`config.mk`:
```
export PLATFORM = sky130hd
export DESIGN_NAME = color_gradient_lookup
export DESIGN_NICKNAME = d
export VERILOG_FILES = /design/src/rtl/core/cgl_pkg.sv /design/src/rtl/core/color_gradient_lookup.sv /design/src/rtl/core/cgl_divider.sv
export SDC_FILE = /design/constraint.sdc
export NUM_CORES = 2
export LEC_CHECK = 0
export BUFFER_PORTS_ARGS = -buffer_cell sky130_fd_sc_hd__buf_2
export CELL_PAD_IN_SITES_DETAIL_PLACEMENT = 0
export CELL_PAD_IN_SITES_GLOBAL_PLACEMENT = 1
export CORE_AREA = 2 2 376 285
export DETAILED_ROUTE_END_ITERATION = 12
export DIE_AREA = 0 0 378 287
export GPL_ROUTABILITY_DRIVEN = 0
export PLACE_DENSITY = 0.76
export SYNTH_ARGS = -nofsm -noshare
export SYNTH_HDL_FRONTEND = slang
export SYNTH_SLANG_ARGS = --single-unit
```
`constraint.sdc`:
```
create_clock -name clock -period 10.2 [get_ports clock]
set_clock_uncertainty 0.15 [all_clocks]
set_input_delay 1.02 -clock clock [delete_from_list [all_inputs] [get_ports clock]]
set_output_delay 1.02 -clock clock [all_outputs]
set_load 0.02 [all_outputs]
```
`src/rtl/core/cgl_pkg.sv`:
```
`default_nettype none
package cgl_pkg;
   localparam int MaxStopsDefault = 8;
   localparam logic [1:0] ModeLookup    = 2'd0;
   localparam logic [1:0] ModeOverwrite = 2'd1;
   localparam logic [1:0] ModeAppend    = 2'd2;
   localparam logic CsrMaxRange  = 1'b0;
   localparam logic CsrStopLimit = 1'b1;
   localparam int CsrIndexWidth = 1;
   localparam int CsrDataWidth = 16;

   // One table entry: 24-bit color and 16-bit segment length.
   typedef struct packed {
      logic [7:0]  red;
      logic [7:0]  green;
      logic [7:0]  blue;
      logic [15:0] length;
   } stop_type;

   // Divider request, handed from the sequencer to the shared divider.
   typedef struct packed {
      logic        start;
      logic [31:0] dividend;
      logic [15:0] divisor;
   } div_req_type;

   typedef struct packed {
      logic        done;
      logic [31:0] quotient;
      logic [15:0] remainder;
   } div_rsp_type;
endpackage
`default_nettype wire

```
`src/rtl/core/color_gradient_lookup.sv`:
```
`default_nettype none
// Channel   Direction  Handshake           Payload
// req_      in         req_valid/ready     mode, index, color, length, position
// rsp_      out        rsp_valid/ready     out_red/green/blue, accepted
// csr_      in         csr_write_enable    csr_index, csr_write_data
// A write answers once states S_WRD and S_WWR have passed; a rejected item is answered from S_IDLE.
// A lookup walks the table one stop per cycle (one memory read each) and runs the
// shared divider up to five times (rescale, modulo, three channels) before its
// result is registered.
// Reset is synchronous, clears the stop count, total and max range, and sets the stop
// limit to 8; a clearing pass over all MAX_STOPS entries then zeroes the stop memory.
// A held result blocks nothing but the next transfer into the core.
module color_gradient_lookup #(
   parameter int MAX_STOPS = cgl_pkg::MaxStopsDefault
) (
   input  wire logic        clock,
   input  wire logic        reset,
   input  wire logic        req_valid,
   output logic             req_ready,
   input  wire logic [1:0]  req_mode,
   input  wire logic [2:0]  req_stop_index,
   input  wire logic [7:0]  req_stop_red,
   input  wire logic [7:0]  req_stop_green,
   input  wire logic [7:0]  req_stop_blue,
   input  wire logic [15:0] req_stop_length,
   input  wire logic [15:0] req_position,
   output logic             rsp_valid,
   input  wire logic        rsp_ready,
   output logic [7:0]       rsp_out_red,
   output logic [7:0]       rsp_out_green,
   output logic [7:0]       rsp_out_blue,
   output logic             rsp_accepted,
   input  wire logic        csr_write_enable,
   input  wire logic [cgl_pkg::CsrIndexWidth-1:0] csr_index,
   input  wire logic [cgl_pkg::CsrDataWidth-1:0]  csr_write_data
);
   import cgl_pkg::*;

   localparam int AW = (MAX_STOPS > 1) ? $clog2(MAX_STOPS) : 1;
   localparam int CW = $clog2(MAX_STOPS + 1);

   localparam logic [3:0] S_CLEAR = 4'd0, S_IDLE = 4'd1, S_WRD = 4'd2,
      S_WWR = 4'd3, S_SCALE = 4'd4, S_MOD = 4'd5, S_RD0 = 4'd6,
      S_WALK = 4'd7, S_DIV = 4'd8, S_OUT = 4'd9, S_LAST = 4'd10;

   // Stop memory: one synchronous port, read data registered.
   stop_type mem [MAX_STOPS];
   logic          mem_we;
   logic [AW-1:0] mem_addr;
   stop_type      mem_wdata, mem_rdata_ff;

   always_ff @(posedge clock) begin
      if (mem_we) begin
         mem[mem_addr] <= mem_wdata;
      end
      mem_rdata_ff <= mem[mem_addr];
   end

   logic [3:0]    state_ff, state_in;
   logic [CW-1:0] count_ff, count_in;
   logic [15:0]   total_ff, total_in;
   logic [15:0]   maxr_ff;
   logic [3:0]    limit_ff;
   logic [AW-1:0] ptr_ff, ptr_in;
   logic [CW-1:0] walk_ff, walk_in;
   logic [16:0]   cum_ff, cum_in;
   logic [16:0]   prev_ff, prev_in;
   logic [15:0]   n_ff, n_in;
   stop_type      a_ff, a_in, b_ff, b_in;
   logic [1:0]    ch_ff, ch_in;
   logic [2:0]    neg_ff, neg_in;
   logic [7:0]    res_ff [3];
   logic [7:0]    res_in [3];
   logic          acc_ff, acc_in;
   logic          rvalid_ff, rvalid_in;
   logic [1:0]    mode_ff, mode_in;
   stop_type      wr_ff, wr_in;
   div_req_type   dreq;
   div_rsp_type   drsp;
   logic [CW-1:0] lim;
   logic [7:0]    ca, cb, mag;
   logic [15:0]   off;

   cgl_divider u_div (.clock(clock), .reset(reset), .req(dreq), .rsp(drsp));

   // Effective limit clamped to one through MAX_STOPS.
   always_comb begin
      if (limit_ff == 4'd0) begin
         lim = CW'(1);
      end else if (32'(limit_ff) > MAX_STOPS) begin
         lim = CW'(MAX_STOPS);
      end else begin
         lim = CW'(limit_ff);
      end
   end

   function automatic logic [7:0] chan_of(stop_type s, logic [1:0] c);
      logic [7:0] v;
      case (c)
         2'd0:    v = s.red;
         2'd1:    v = s.green;
         default: v = s.blue;
      endcase
      return v;
   endfunction

   assign ca = chan_of(a_ff, ch_ff);
   assign cb = chan_of(b_ff, ch_ff);
   assign off = n_ff - prev_ff[15:0];
   assign mag = drsp.quotient[7:0];
   assign req_ready = (state_ff == S_IDLE) && !rvalid_ff;

   always_comb begin
      state_in = state_ff; count_in = count_ff; total_in = total_ff;
      ptr_in = ptr_ff; walk_in = walk_ff; cum_in = cum_ff; prev_in = prev_ff;
      n_in = n_ff; a_in = a_ff; b_in = b_ff; ch_in = ch_ff; neg_in = neg_ff;
      res_in = res_ff; acc_in = acc_ff; rvalid_in = rvalid_ff;
      mode_in = mode_ff; wr_in = wr_ff;
      mem_we = 1'b0; mem_addr = ptr_ff; mem_wdata = '0;
      dreq = '0;
      if (rvalid_ff && rsp_ready) begin
         rvalid_in = 1'b0;
      end
      case (state_ff)
         S_CLEAR: begin
            mem_we = 1'b1;
            ptr_in = ptr_ff + AW'(1);
            if (32'(ptr_ff) == MAX_STOPS - 1) begin
               state_in = S_IDLE;
            end
         end
         S_IDLE: begin
            if (req_valid && req_ready) begin
               mode_in = req_mode;
               wr_in = '{req_stop_red, req_stop_green, req_stop_blue, req_stop_length};
               res_in = '{8'd0, 8'd0, 8'd0};
               acc_in = 1'b0;
               if (req_mode == ModeOverwrite && CW'(req_stop_index) < lim) begin
                  ptr_in = AW'(req_stop_index);
                  state_in = S_WRD;
               end else if (req_mode == ModeAppend && count_ff < lim) begin
                  ptr_in = AW'(count_ff);
                  state_in = S_WRD;
               end else if (req_mode == ModeLookup && count_ff != '0 &&
                            total_ff != 16'd0) begin
                  acc_in = 1'b1;
                  if (maxr_ff != 16'd0) begin
                     dreq = '{1'b1, 32'(req_position) * 32'(total_ff), maxr_ff};
                     state_in = S_SCALE;
                  end else begin
                     dreq = '{1'b1, 32'(req_position), total_ff};
                     state_in = S_MOD;
                  end
               end else begin
                  rvalid_in = 1'b1;
               end
            end
         end
         S_WRD: state_in = S_WWR; // old length arrives from memory
         S_WWR: begin
            mem_we = 1'b1;
            mem_wdata = wr_ff;
            acc_in = 1'b1;
            if (mode_ff == ModeAppend) begin
               total_in = total_ff + wr_ff.length;
               count_in = count_ff + CW'(1);
            end else begin
               total_in = total_ff - mem_rdata_ff.length + wr_ff.length;
            end
            rvalid_in = 1'b1;
            state_in = S_IDLE;
         end
         S_SCALE: begin
            if (drsp.done) begin
               dreq = '{1'b1, drsp.quotient, total_ff};
               state_in = S_MOD;
            end
         end
         S_MOD: begin
            if (drsp.done) begin
               n_in = drsp.remainder;
               ptr_in = '0;
               state_in = S_RD0;
            end
         end
         S_RD0: begin
            ptr_in = AW'(1);
            walk_in = CW'(1);
            mem_addr = '0;
            prev_in = '0;
            state_in = S_WALK;
            cum_in = '0;
         end
         S_WALK: begin
            // mem_rdata_ff holds entry walk_ff-1.
            b_in = mem_rdata_ff;
            a_in = b_ff;
            prev_in = cum_ff;
            cum_in = cum_ff + 17'(mem_rdata_ff.length);
            if ({1'b0, n_ff} < cum_ff + 17'(mem_rdata_ff.length)) begin
               if (walk_ff == CW'(1)) begin
                  a_in = '0;
               end
               ch_in = 2'd0;
               state_in = S_DIV;
            end else if (walk_ff == count_ff) begin
               state_in = S_LAST;
            end else begin
               walk_in = walk_ff + CW'(1);
               ptr_in = ptr_ff + AW'(1);
            end
            mem_addr = ptr_ff;
         end
         S_LAST: begin
            res_in = '{b_ff.red, b_ff.green, b_ff.blue};
            rvalid_in = 1'b1;
            state_in = S_IDLE;
         end
         S_DIV: begin
            neg_in[ch_ff] = cb < ca;
            dreq = '{1'b1, 32'(off) * 32'((cb < ca) ? ca - cb : cb - ca),
                     b_ff.length};
            state_in = S_OUT;
         end
         S_OUT: begin
            if (drsp.done) begin
               res_in[ch_ff] = neg_ff[ch_ff] ? ca - mag : ca + mag;
               if (ch_ff == 2'd2) begin
                  rvalid_in = 1'b1;
                  state_in = S_IDLE;
               end else begin
                  ch_in = ch_ff + 2'd1;
                  state_in = S_DIV;
               end
            end
         end
         default: state_in = S_IDLE;
      endcase
   end

   always_ff @(posedge clock) begin
      walk_ff <= walk_in; cum_ff <= cum_in; prev_ff <= prev_in; n_ff <= n_in;
      a_ff <= a_in; b_ff <= b_in; ch_ff <= ch_in; neg_ff <= neg_in;
      res_ff <= res_in; acc_ff <= acc_in; mode_ff <= mode_in;
      wr_ff <= wr_in;
      if (reset) begin
         state_ff  <= S_CLEAR;
         ptr_ff    <= '0;
         count_ff  <= '0;
         total_ff  <= '0;
         maxr_ff   <= '0;
         limit_ff  <= 4'd8;
         rvalid_ff <= 1'b0;
      end else begin
         state_ff  <= state_in;
         ptr_ff    <= ptr_in;
         count_ff  <= count_in;
         total_ff  <= total_in;
         rvalid_ff <= rvalid_in;
         if (csr_write_enable && csr_index == CsrMaxRange) begin
            maxr_ff <= csr_write_data;
         end
         if (csr_write_enable && csr_index == CsrStopLimit) begin
            limit_ff <= csr_write_data[3:0];
         end
      end
   end

   assign rsp_valid     = rvalid_ff;
   assign rsp_out_red   = res_ff[0];
   assign rsp_out_green = res_ff[1];
   assign rsp_out_blue  = res_ff[2];
   assign rsp_accepted  = acc_ff;
endmodule
`default_nettype wire

```
`src/rtl/core/cgl_divider.sv`:
```
`default_nettype none
module cgl_divider (
   input  wire logic                 clock,
   input  wire logic                 reset,
   input  wire cgl_pkg::div_req_type req,
   output cgl_pkg::div_rsp_type      rsp
);
   import cgl_pkg::*;

   // Restoring divider, one quotient bit per cycle.
   logic [31:0] quot_ff, quot_in;
   logic [16:0] rem_ff, rem_in;
   logic [15:0] dvs_ff, dvs_in;
   logic [5:0]  cnt_ff, cnt_in;
   logic        busy_ff, busy_in;
   logic        done_ff, done_in;
   logic [16:0] trial;
   logic [17:0] diff;

   always_comb begin
      quot_in = quot_ff;
      rem_in  = rem_ff;
      dvs_in  = dvs_ff;
      cnt_in  = cnt_ff;
      busy_in = busy_ff;
      done_in = 1'b0;
      trial   = {rem_ff[15:0], quot_ff[31]};
      diff    = {1'b0, trial} - {2'b00, dvs_ff};
      if (req.start) begin
         quot_in = req.dividend;
         rem_in  = '0;
         dvs_in  = req.divisor;
         cnt_in  = '0;
         busy_in = 1'b1;
      end else if (busy_ff) begin
         if (!diff[17]) begin
            rem_in  = diff[16:0];
            quot_in = {quot_ff[30:0], 1'b1};
         end else begin
            rem_in  = trial;
            quot_in = {quot_ff[30:0], 1'b0};
         end
         cnt_in = cnt_ff + 6'd1;
         if (cnt_ff == 6'd31) begin
            busy_in = 1'b0;
            done_in = 1'b1;
         end
      end
   end

   always_ff @(posedge clock) begin
      quot_ff <= quot_in;
      rem_ff  <= rem_in;
      dvs_ff  <= dvs_in;
      cnt_ff  <= cnt_in;
      if (reset) begin
         busy_ff <= 1'b0;
         done_ff <= 1'b0;
      end else begin
         busy_ff <= busy_in;
         done_ff <= done_in;
      end
   end

   assign rsp.done      = done_ff;
   assign rsp.quotient  = quot_ff;
   assign rsp.remainder = rem_ff[15:0];
endmodule
`default_nettype wire
```
Word-level counts from Yosys, hierarchy flattened
Memory sizes are Yosys's and may differ from the RTL's. A register that Yosys moved wholly into a read port is not among the register bits.
Cells that the tools add are included.
Storage, ports and cells
  register bits after elaboration: 309
  bits in writable memories: 320
  input port bits: 83
  output and inout bits: 27
  word-level logic and storage cells: 217
  memories kept: 1
Cells by class
  add/sub/neg operators: 15
  multipliers: 2
  $lt $le $gt $ge: 9
  equal/unequal tests: 32
  muxes and demuxes: 82
  bitwise logic cells: 3
  reductions and logical operators: 38
Memories
  mem: depth 8, width 40, read ports 1, clocked after memory_dff 1, wr ports 1, line color_gradient_lookup.sv:47  | stop_type mem [MAX_STOPS];
Operators with widths (count)
  $mux 49: 5
  $pmux 49 s3: 1
  $mux 40: 3
  $mux 32: 3
  $pmux 24 s3: 1
  $mux 4: 15
  $mux 24: 2
  $mux 48: 1
  $pmux 4 s9: 1
  $pmux 17 s2: 1
  $add 16x16->16: 2
  $mul 16x16->32: 1
  $mul 16x32->32: 1
  $mux 16: 2
  $pmux 16 s2: 1
  $pmux 8 s2: 2
  $reduce_bool 16->1: 2
  $sub 16x16->16: 2
  $bwmux 24: 1
  $mux 1: 22
  $mux 3: 7
  $sub 17x16->18: 1
  $sub 8x8->9: 2
  $add 17x16->17: 1
  other kinds (57): 101

Depth between registers and ports, before layout
  word-level depth: 11
  gate-level depth with buffers: 40
  mapped depth without buffers: 37

By module
Synthesis repeated with hierarchy kept, for this count alone.
Unflattened totals
  cells, all modules: 4590
  area total of the unflattened synthesis: 47271.6 µm²
By module, submodules not included
  color_gradient_lookup: instances 1, cells each 4248, area an instance 43465.4 µm², sequential area each 17046.3 µm²
  cgl_divider: instances 1, cells each 342, area an instance 3806.2 µm², sequential area each 1921.8 µm²

Worst setup path after synthesis
No wires, ideal clock.
  path type: reg-to-reg
  start: register ch_ff[0]
  end: register u_div.quot_ff[28] (data pin)
  arrival time: 9.434 ns
  required time: 9.779 ns
  setup slack: 0.345 ns
  stages on the path, launching flop included: 35
  path buffers: 3
  path through: edfxtp_1 inv_1 ha_1 buf_2 nor2_2 clkbuf_1 a21oi_1 ha_1 clkbuf_1 o21a_1 o21ai_0 a211oi_2 nor2_4 mux2i_1 or3_1 and4_1 o21ai_0 fa_1 fa_1 inv_1 fa_1 fa_1 fa_1 inv_1 fa_1 inv_1 ha_1 and3_1 a32o_1 a2111oi_0 a2111oi_0 o41ai_1 xnor2_1 nand2_1 o211ai_1
On the way
  word-level cells in the longest chain between the ends: 7
  elaborated cells on any way between the ends: 11
  those cells by class: 2 x add/sub; 1 x mul; 1 x order compare; 1 x eq/ne; 5 x mux; 1 x reduce/logical
Ends and longest elaborated chain
  from (decl): line color_gradient_lookup.sv:70  | logic [1:0] ch_ff, ch_in;
  from (signal assigned): line color_gradient_lookup.sv:243  | a_ff <= a_in; b_ff <= b_in; ch_ff <= ch_in; neg_ff <= neg_in;
  $eq 2x1->1 or $logic_not 2->1 (tied branches): line color_gradient_lookup.sv:99  | case (c)
  $pmux 8 s2: line color_gradient_lookup.sv:99
  $sub 8x8->9 or $lt 8x8->1 (tied branches): line color_gradient_lookup.sv:221  | dreq = '{1'b1, 32'(off) * 32'((cb < ca) ? ca - cb : cb - ca),
  $mux 32 (*): line color_gradient_lookup.sv:221
  $mul 16x32->32 (*): line color_gradient_lookup.sv:221
  $pmux 49 s3 (*): line color_gradient_lookup.sv:124  | case (state_ff)
  $mux 32 (*): line cgl_divider.sv:29  | if (req.start) begin
  net u_div.quot_in[28]: line cgl_divider.sv:11  | logic [31:0] quot_ff, quot_in;
  to (signal assigned): line cgl_divider.sv:52  | quot_ff <= quot_in;
  to (decl): line cgl_divider.sv:11
Mark *: on every way through the listed nets, which the timed path passes. The rest lies on a longest branch.
A chain may end at the register's enable or synchronous reset.

Worst setup path after layout
  start: register ch_ff[0]
  end: register u_div.quot_ff[24] (data pin)
Same word-level chain as after synthesis.

==> results.sh <==
export IMPL_dp_slack_ns=-0.353
export IMPL_worst_setup_path_type="reg -> reg"
export IMPL_coreArea_um2=105000
export IMPL_synth_top_area_share_pct=35.6
export IMPL_grt_antenna_before_repair=5
export IMPL_outcome="finished, final reports clean"
export IMPL_setup_viol=0
export IMPL_cp_slowest_cell="fa_1"
export IMPL_synthFlopType="edfxtp_1"
export IMPL_drt_initial_drc_count=3211
export IMPL_synth_most_common_cell="nand2_1"
export IMPL_multiInputGateArea_um2=25100
export IMPL_wirelength_um=128000
export IMPL_io_buffers=109
export IMPL_ys_ff_latch=669
export IMPL_fmax_ghz=0.101
export IMPL_worstMarginPinSlew_ns=1.14
export IMPL_post_route_min_period_ns=9.86
export IMPL_ant_nets=0
export IMPL_synthCells=4556
export IMPL_yosysSeqAreaShare_pct=40.4
export IMPL_ys_types=86
export IMPL_fin_crit_sh_pct=96.7
export IMPL_clk_insertion_delay_late_ns=0.65
export IMPL_fp_row_count=103
export IMPL_first_global_vias=32956
export IMPL_ioPinCount=110
export IMPL_placedInstanceArea_um2=49200
export IMPL_dieArea_um2=108000
export IMPL_worstSetupStartpointType="flop"
export IMPL_die_w_um=378
export IMPL_syn_to_final_growth_pct=10.2
export IMPL_initial_core_util_pct=44.8
export IMPL_final_hold_viol_count=0
export IMPL_final_area_um2=51700
export IMPL_overflow=0
export IMPL_worst_path_largest_cell_delay_ns=0.53
export IMPL_synth_area_leaders="edfxtp_1, fa_1, ha_1"
export IMPL_crit_arrival_ns=10.06
export IMPL_p_leak_nw=21.9
export IMPL_max_slew_margin_pct=23.7
export IMPL_grt_first_pass_wirelength_um=199000
export IMPL_fill_cells=9581
export IMPL_final_cells=6104
export IMPL_synth_edf_count=557
export IMPL_fin_ws_ns=0.337
export IMPL_post_drt_via_cell_ratio=5.46
export IMPL_holdBufCountCts=0
export IMPL_num_vias=33320
export IMPL_regArea_um2=19000
export IMPL_cp_end_kind="flop"
export IMPL_grt_total_usage_pct=24.0
export IMPL_drt_pass1_iter_count=8
export IMPL_drc=0
export IMPL_post_synth_cell_area_avg_um2=10.3
export IMPL_clk_pin_slew_ns=0.06
export IMPL_netlist_area_um2=46900
export IMPL_synth_common_cells="nand2_1, inv_1, edfxtp_1"
export IMPL_drv_cap=0
export IMPL_synthArstFlopShare_pct=0
export IMPL_cts_buffers=67
export IMPL_dp_cells=5966
export IMPL_die_h_um=287
export IMPL_clock_sink_count=669
export IMPL_dp_hpwl_um=92000
export IMPL_fin_tns_setup_ns=0
export IMPL_clockRootBuffer="clkbuf_16"
export IMPL_maxSlewViolCount=0
export IMPL_path_common_cell="fa_1"
export IMPL_grt_max_degree=94
export IMPL_cts_max_level=3
export IMPL_yosysTopAreaCell="edfxtp_1"
export IMPL_peakVddDrop_v=0.000148
export IMPL_cts_tree="yes"
export IMPL_syn_num_nets=5332
export IMPL_cp_max_fo=17
export IMPL_drive_above_1_share_pct=8.22
export IMPL_cts_path_max_buffers=3
export IMPL_cellPowerDensity_nw_per_um2=172
export IMPL_cp_required_ns=10.40
export IMPL_hold_class="reg -> reg"
export IMPL_nNetsFinal=5407
export IMPL_yosys_warnings=0
export IMPL_wl_per_cell_um=21.0
==> path summary, 6_finish.rpt <==
path	start	end	slack, ns	cells after the start
setup reg to reg	ch_ff[0]	u_div.quot_ff[24]	0.34	34
hold / removal	mem_rdata_ff[30]	b_ff[30]	0.26	0
hold reg to reg	mem_rdata_ff[30]	b_ff[30]	0.26	0
setup / recovery	ch_ff[0]	u_div.quot_ff[24]	0.34	34
==> cell type report <==
| class | count | share of cell area (%) |
|---|---|---|
| clock buffer | 88 | 3.63 |
| multi-input combinational | 3078 | 48.5 |
| tap | 1417 | 3.43 |
| timing repair buffer | 199 | 2.38 |
| clock inverter | 36 | 0.878 |
| sequential | 669 | 36.7 |
| antenna | 1 | 0.00484 |
| inverter | 616 | 4.48 |
==> cells by family (layout without fill, tap and decap cells) <==
kind of cell | count (synthesis) | count (layout) | share of synthesized area, %
xor+xnor | 142 | 142 | 2.65
simple gates | 1381 | 1382 | 13.5
other cells | 0 | 1 | 0
flops | 669 | 669 | 40.4
fa+ha+maj | 695 | 695 | 24.9
compound gates | 810 | 810 | 11.0
mux | 49 | 49 | 1.06
buf+inv | 810 | 939 | 6.53
==> through the flow <==
step	hold WS, ns	utilization, %	power [mW]
final	0.260	49.4	8.88
after global routing	0.266	49.4	9.35
after CTS	0.261	49.2	8.90
after detailed placement	0.246	47.0	6.27
after global placement	0.238	47.0	6.25
after floorplan	0.236	-	5.39
==> layer usage <==
| metal | global-route usage [%] | vias up | share of wire (%) |
|---|---|---|---|
| met5 | 0 | - | 0.016 |
| met4 | 4.33 | 4 | 1.5 |
| met3 | 4.43 | 132 | 7.7 |
| met2 | 34.4 | 1123 | 42 |
| met1 | 37.9 | 16548 | 49 |
| li1 | - | 15513 | - |
==> what timing repair did <==
action,CTS,global route
cloned,0,1
gates resized for setup,6,22
buffers inserted,2,10
setup endpoints to repair,4,12
pin swaps,1,4
==> where the power goes <==
| part | internal (mW) | switching [mW] |
|---|---|---|
| Sequential | 3.44 | 0.302 |
| Clock | 1.50 | 1.12 |
| Combinational | 0.857 | 1.66 |
==> placed cells by master (no fill, tap or decap), types with 15 or more instances in the layout <==
| cell | count |
|---|---|
| o211ai_1 | 19 |
| nand3_1 | 36 |
| a22oi_1 | 15 |
| nor2b_1 | 19 |
| nand2_1 | 697 |
| a31oi_1 | 30 |
| xor2_1 | 52 |
| or4_1 | 41 |
| fa_1 | 395 |
| or2_2 | 21 |
| ha_1 | 296 |
| o21ai_0 | 126 |
| nand2b_1 | 39 |
| dfxtp_1 | 112 |
| buf_2 | 109 |
| nor4_1 | 17 |
| a21oi_1 | 333 |
| edfxtp_1 | 557 |
| xnor2_1 | 89 |
| a211oi_1 | 19 |
| nand4_1 | 16 |
| a22o_1 | 16 |
| nor2_1 | 215 |
| and3_1 | 19 |
| inv_1 | 613 |
| and2_1 | 159 |
| clkbuf_16 | 69 |
| nor3_1 | 42 |
| or3_1 | 15 |
| o21a_1 | 26 |
| a222oi_1 | 18 |
| buf_4 | 87 |
| a21o_1 | 72 |
| mux2i_1 | 46 |
==> state kept, by name, summed over array words and instances (netlist names), 8 cells and up <==
name	cells
u_div.quot_ff	32
cum_ff	17
mem_rdata_ff	40
mem	320
total_ff	16
maxr_ff	16
rsp_out_green	8
b_ff	40
rsp_out_red	8
u_div.rem_ff	16
rsp_out_blue	8
prev_ff	16
a_ff	24
n_ff	16
u_div.dvs_ff	16
wr_ff	40
==> critical path: cells and delay by family (launching register included) <==
kind	cells	cell delay [ns]
AO/OA/AOI/OAI	15	3.36
XOR/XNOR	1	0.18
adder cells (fa/ha/maj)	9	4.10
buffers and inverters	6	0.60
flip-flops	1	0.46
AND/OR/NAND/NOR	3	0.70
Note: power is estimated with default switching activity, not from simulation.
